`src/hw/rtl/ipt_pkg.sv`:
```
// shared types and codes for the interval pool time filter
package ipt_pkg;

  localparam logic [1:0] CMD_ADD    = 2'd0;
  localparam logic [1:0] CMD_FINISH = 2'd1;
  localparam logic [1:0] CMD_CHECK  = 2'd2;
  localparam logic [1:0] CMD_CLEAR  = 2'd3;

  localparam logic [1:0] ST_OK        = 2'd0;
  localparam logic [1:0] ST_POOL_FULL = 2'd1;
  localparam logic [1:0] ST_SET_FULL  = 2'd2;

  typedef struct packed {
    logic [1:0]  cmd;
    logic [63:0] interval_begin;
    logic [63:0] interval_end;
    logic [63:0] time_value;
  } in_item_t;

  typedef struct packed {
    logic        in_range;
    logic [63:0] next_begin;
    logic [63:0] next_end;
    logic [1:0]  status;
  } out_item_t;

  typedef struct packed {
    logic [63:0] begin_v;
    logic [63:0] end_v;
  } entry_t;

  typedef enum logic [1:0] {
    TK_FIND  = 2'd0,
    TK_PLACE = 2'd1,
    TK_ERASE = 2'd2
  } tok_kind_t;

  // token that travels down the end-value cells
  typedef struct packed {
    logic        vld;
    tok_kind_t   kind;
    logic [63:0] value;
    logic        hit;
  } tok_t;

endpackage

```
`src/hw/rtl/ipt_cell.sv`:
```
// one slot of the open end-value set, passes a token to its neighbour each cycle
module ipt_cell (
  input  logic         clk,
  input  logic         rst_n,
  input  logic         clr,
  input  ipt_pkg::tok_t tok_i,
  output ipt_pkg::tok_t tok_o
);
  import ipt_pkg::*;

  logic        valid_r, valid_nxt;
  logic [63:0] value_r, value_nxt;
  tok_t        tok_r, tok_nxt;
  logic        match;

  assign match = valid_r && (value_r == tok_i.value);

  always_comb begin
    valid_nxt = valid_r;
    value_nxt = value_r;
    tok_nxt   = tok_i;
    if (tok_i.vld) begin
      case (tok_i.kind)
        TK_FIND: begin
          if (match) tok_nxt.hit = 1'b1;
        end
        TK_PLACE: begin
          // first free slot takes the value
          if (!tok_i.hit && !valid_r) begin
            valid_nxt   = 1'b1;
            value_nxt   = tok_i.value;
            tok_nxt.hit = 1'b1;
          end
        end
        TK_ERASE: begin
          if (match) begin
            valid_nxt   = 1'b0;
            tok_nxt.hit = 1'b1;
          end
        end
        default: tok_nxt = tok_i;
      endcase
    end
    if (clr) valid_nxt = 1'b0;
  end

  always_ff @(posedge clk) begin
    if (!rst_n) begin
      valid_r   <= 1'b0;
      tok_r.vld <= 1'b0;
    end else begin
      valid_r   <= valid_nxt;
      tok_r.vld <= tok_nxt.vld;
    end
    value_r     <= value_nxt;
    tok_r.kind  <= tok_nxt.kind;
    tok_r.value <= tok_nxt.value;
    tok_r.hit   <= tok_nxt.hit;
  end

  assign tok_o = tok_r;

endmodule

```
`config.mk`:
```
export PLATFORM = sky130hd
export DESIGN_NAME = ipt_cell
export DESIGN_NICKNAME = d
export VERILOG_FILES = /design/src/hw/rtl/ipt_pkg.sv /design/src/hw/rtl/ipt_cell.sv
export SDC_FILE = /design/constraint.sdc
export NUM_CORES = 1
export LEC_CHECK = 0
export BUFFER_PORTS_ARGS = -buffer_cell sky130_fd_sc_hd__buf_2
export CAP_MARGIN = 20
export CORE_MARGIN = 8
export CORE_UTILIZATION = 40
export DETAILED_ROUTE_END_ITERATION = 16
export PLACE_DENSITY = 0.74
export REMOVE_ABC_BUFFERS = 1
export SLEW_MARGIN = 20
export SYNTH_ARGS = -nofsm -noshare
export SYNTH_HDL_FRONTEND = slang
export SYNTH_SLANG_ARGS = --single-unit
```
`constraint.sdc`:
```
create_clock -name clk -period 3.4 [get_ports clk]
set_input_delay 0.34 -clock clk [delete_from_list [all_inputs] [get_ports clk]]
set_output_delay 0.34 -clock clk [all_outputs]
set_load 0.03 [all_outputs]
```
# == After elaboration in Yosys (flattened, before gate mapping) ==
# Index checks and enable logic that the tools add are counted.
# totals
ff_bits,133
wordCells,29
# op_classes
eq_ne,5
n_mux,7
bitwise_logic,1
n_reduce_logical,10
# ops
op,n
68-bit 2-to-1 mux,1
64-bit == test,1
1-bit 2-to-1 mux,4
"2-bit != test, second input constant",2
1-bit case mux with 2 select lines,2
4-bit AND reduction,1
2-bit OR reduction,2
3-bit AND reduction,1
"2-bit by 1-bit == test with 1-bit output, second input constant",1
"2-bit == test, second input constant",1
1-bit logical AND,2
1-bit zero test,2
2-bit zero test,1
2-bit nonzero test,1
1-bit NOT,1

# == Logic depth before layout (Yosys ltp) ==
# logic_depth
word_depth,5
mapped_depth,5
mapped_depth_nobuf,5

# == Worst setup path after synthesis ==
# OpenSTA, ideal clock, no wires.
# synth_timing
kind,in2reg
start,in tok_i[66] (netlist bit)
end,reg valid_r
setup_ps,58
t_arrival_ps,2485
t_required_ps,3342
slack_ps,858
stages,5
cell_sequence,nor2_1 -> and4b_1 -> nor2_1 -> nor3b_1 -> o21a_1
# synth_between
elab_chain_cells,3
# synth_lines
element,line,text
from (decl),ipt_cell.sv:6,"input ipt_pkg::tok_t tok_i,"
2-bit by 1-bit == test with 1-bit output / 2-bit == test (equally long branches),ipt_cell.sv:23,case (tok_i.kind)
2-bit != test (no line) / 2-bit nonzero test (equally long branches),n/a,
4-bit AND reduction (no line),n/a,
to (signal assigned),ipt_cell.sv:52,valid_r <= valid_nxt;
to (decl),ipt_cell.sv:11,"logic valid_r, valid_nxt;"
# Parallel ways exist; a longest one is shown, timed or not.
# A chain may end at the register's enable or synchronous reset.

# == Worst setup path after layout ==
# Ends and elaborated chain as after synthesis.

==> qor.yml <==
r2r_slack_ps: 1490
area_growth_pct: 52.6
vias: 2682
num_rows: 37
hold_path_end: "tok_o[0]$_DFF_P_"
synthesis.area_um2: 4140
numCtsBuffers: 17
grt-ovfl-total: 0
p_leak_nw: 2.54
wl_um: 9380
final.min_clock_period_ps: 2060
drt_iter0_markers: 109
grt_max_degree: 66
ant_nets: 0
vias_per_cell: 4.38
yosys_warnings: 0
setup_violations: 0
first_global_vias: 3058
r2r_start: "valid_r$_SDFFE_PP0P_"
whs_ps: 77.9
hold_viol: 0
powerDensity_nw_per_um2: 645
crit_required_ps: 3850
tns_ps: 0
core_area_um2: 10200
cp-start-kind: "primary input"
fmax_mhz: 486
cts-root-buf: "clkbuf_8"
hp-start: "tok_i[0]"
wl_met1_um: 3830
n_fill_cell: 774
ys_seq_elements: 133
gp_congestion: 0.715
wl_per_cell_um: 15.3
met2_length_um: 4760
crit_start: "tok_i[66]"
critPathArrivalTime_ps: 2510
portBuffers: 138
ys_types: 27
start_util: 0.407
slew_violations: 0
syn_area_per_cell_um2: 17.3
tightest_slew_ps: 1000
reg2reg_to: "valid_r$_SDFFE_PP0P_"
maxCapViolCount: 0
cts_max_level: 4
drtPass1Iterations: 5
pin_count: 139
peakVddDrop_mv: 0.322
period_share: 0.605
grt_util_all_layers: 0.141
dr.max_layer_used: "met4"
worstSetupEndpointType: "flop"
grt_pass1_wl_um: 15300
drc: 0
antenna_found_initial: 0
syn-instance-count: 240
cts_tree: "done"
cts_sinks: 133
met3_length_um: 629
dieWidth_um: 118
criticalPathCategory: "in -> reg"
slew_headroom: 0.330
cts_max_path_buffers: 2
insertion_delay_ps: 500
rsz0062_at_grt: "no"
die_area_um2: 13900
antenna_cells: 0
drive_gt1_frac: 0.359
whs_path_depth: 3
fin_worst_skew_ps: 2.89
dpl.hpwl_um: 6230
status: "finished clean"
dieHeight_um: 118
seq_area_frac_synth: 0.798
crit_fanout: 65
worstRegToRegCells: 5
fin_nets: 534
hp-class: "in -> reg"
cts.clk_slew.worst_paths_ps: 50
==> worst max-delay path, stage by stage <==
cell and delay (ps):
dlygate4sd3_1 530, buf_2 140, nor2_1 140, and4b_4 900, nor2_1 90, nor3b_1 210, o21a_1 150
==> layout make-up <==
cell class | instances | area [um^2] | area share
timing repair buffer | 204 | 1350 | 0.214
multi-input combinational | 101 | 820 | 0.130
sequential | 133 | 3300 | 0.523
clock buffer | 21 | 449 | 0.0711
inverter | 6 | 22.5 | 0.00356
tap | 136 | 170 | 0.0269
clock inverter | 11 | 203 | 0.0321
==> repair_timing <==
| item | CTS | global route |
|---|---|---|
| endpoints found under the hold margin | 66 | 0 |
| setup buffers | 0 | 0 |
| hold buffers | 66 | 0 |
| resized for setup | 0 | 0 |
==> cells in the mapped netlist <==
cell / n / area (um^2)
nor2b_1: 1 / 6.26
nor4_4: 1 / 21.3
inv_1: 6 / 22.5
nor4_2: 2 / 25.0
xnor2_1: 48 / 420
nand2_1: 2 / 7.51
o31ai_2: 1 / 12.5
and4b_1: 1 / 10.0
nand3_1: 2 / 10.0
nor2_1: 4 / 15.0
nand4bb_1: 1 / 11.3
and4_1: 1 / 8.76
o22ai_1: 2 / 12.5
o221ai_1: 1 / 8.76
a2111oi_0: 1 / 8.76
and2_1: 2 / 12.5
a22oi_1: 2 / 15.0
a31oi_1: 1 / 6.26
o21a_1: 1 / 7.51
nor4b_1: 1 / 8.76
nor4_1: 2 / 12.5
xor2_1: 10 / 87.6
dfxtp_1: 69 / 1380
nand4_1: 12 / 75.1
edfxtp_1: 64 / 1920
nor3_1: 1 / 5.00
nor3b_1: 1 / 7.51
==> power by group <==
group | internal [W] | switching (W) | total [W]
sequential | 0.00174 | 0.0000164 | 0.00176
clock | 0.00137 | 0.000625 | 0.00199
combinational | 0.000142 | 0.000185 | 0.000327
total | 0.00325 | 0.000827 | 0.00408
==> layer usage <==
layer / GRT usage / vias up
met5: 0 / -
met4: 0.0697 / 0
met3: 0.0566 / 13
met2: 0.244 / 92
met1: 0.146 / 1263
li1: - / 1314
==> cell families (layout without fill, tap and decap cells) <==
logic type             count (synthesis)  after routing  synth area share
buffers and inverters                  6            242           0.00544
AND/OR/NAND/NOR                       34             34            0.0571
XOR/XNOR                              58             58             0.123
flip-flops                           133            133             0.798
AO/OA/AOI/OAI                          9              9            0.0172
==> worst max path at each step <==
stage	to	slack [ps]
2_1_floorplan	valid_r$_SDFFE_PP0P_	860
3_3_place_gp	valid_r$_SDFFE_PP0P_	1420
3_5_place_dp	valid_r$_SDFFE_PP0P_	1280
4_1_cts	valid_r$_SDFFE_PP0P_	1280
5_1_grt	valid_r$_SDFFE_PP0P_	1120
6_report	valid_r$_SDFFE_PP0P_	1340
==> metrics by stage <==
step	instance area, um^2	total power [W]	cells	worst slack [ps]	util
after detailed placement	5010	0.00206	514	1280	0.492
after global routing	6320	0.00422	612	1120	0.620
final	6320	0.00408	612	1340	0.620
after floorplan	4140	0.00193	240	858	-
after CTS	6320	0.00412	612	1280	0.620
after global placement	5010	0.00205	514	1420	0.492
==> layout by cell type (no fill, tap or decap), types with 3 or more instances in the layout <==
| master | instances |
|---|---|
| dfxtp_1 | 69 |
| buf_2 | 138 |
| clkbuf_8 | 3 |
| xnor2_1 | 48 |
| clkinv_2 | 3 |
| nor2_1 | 4 |
| edfxtp_1 | 64 |
| bufinv_16 | 6 |
| dlygate4sd3_1 | 66 |
| clkbuf_16 | 16 |
| nand4_1 | 12 |
| xor2_1 | 10 |
| inv_1 | 6 |
==> sequential cells by signal (all words and copies together) (netlist names) <==
name     cells
tok_o       68
valid_r      1
value_r     64
(Power assumes the default switching activity.)
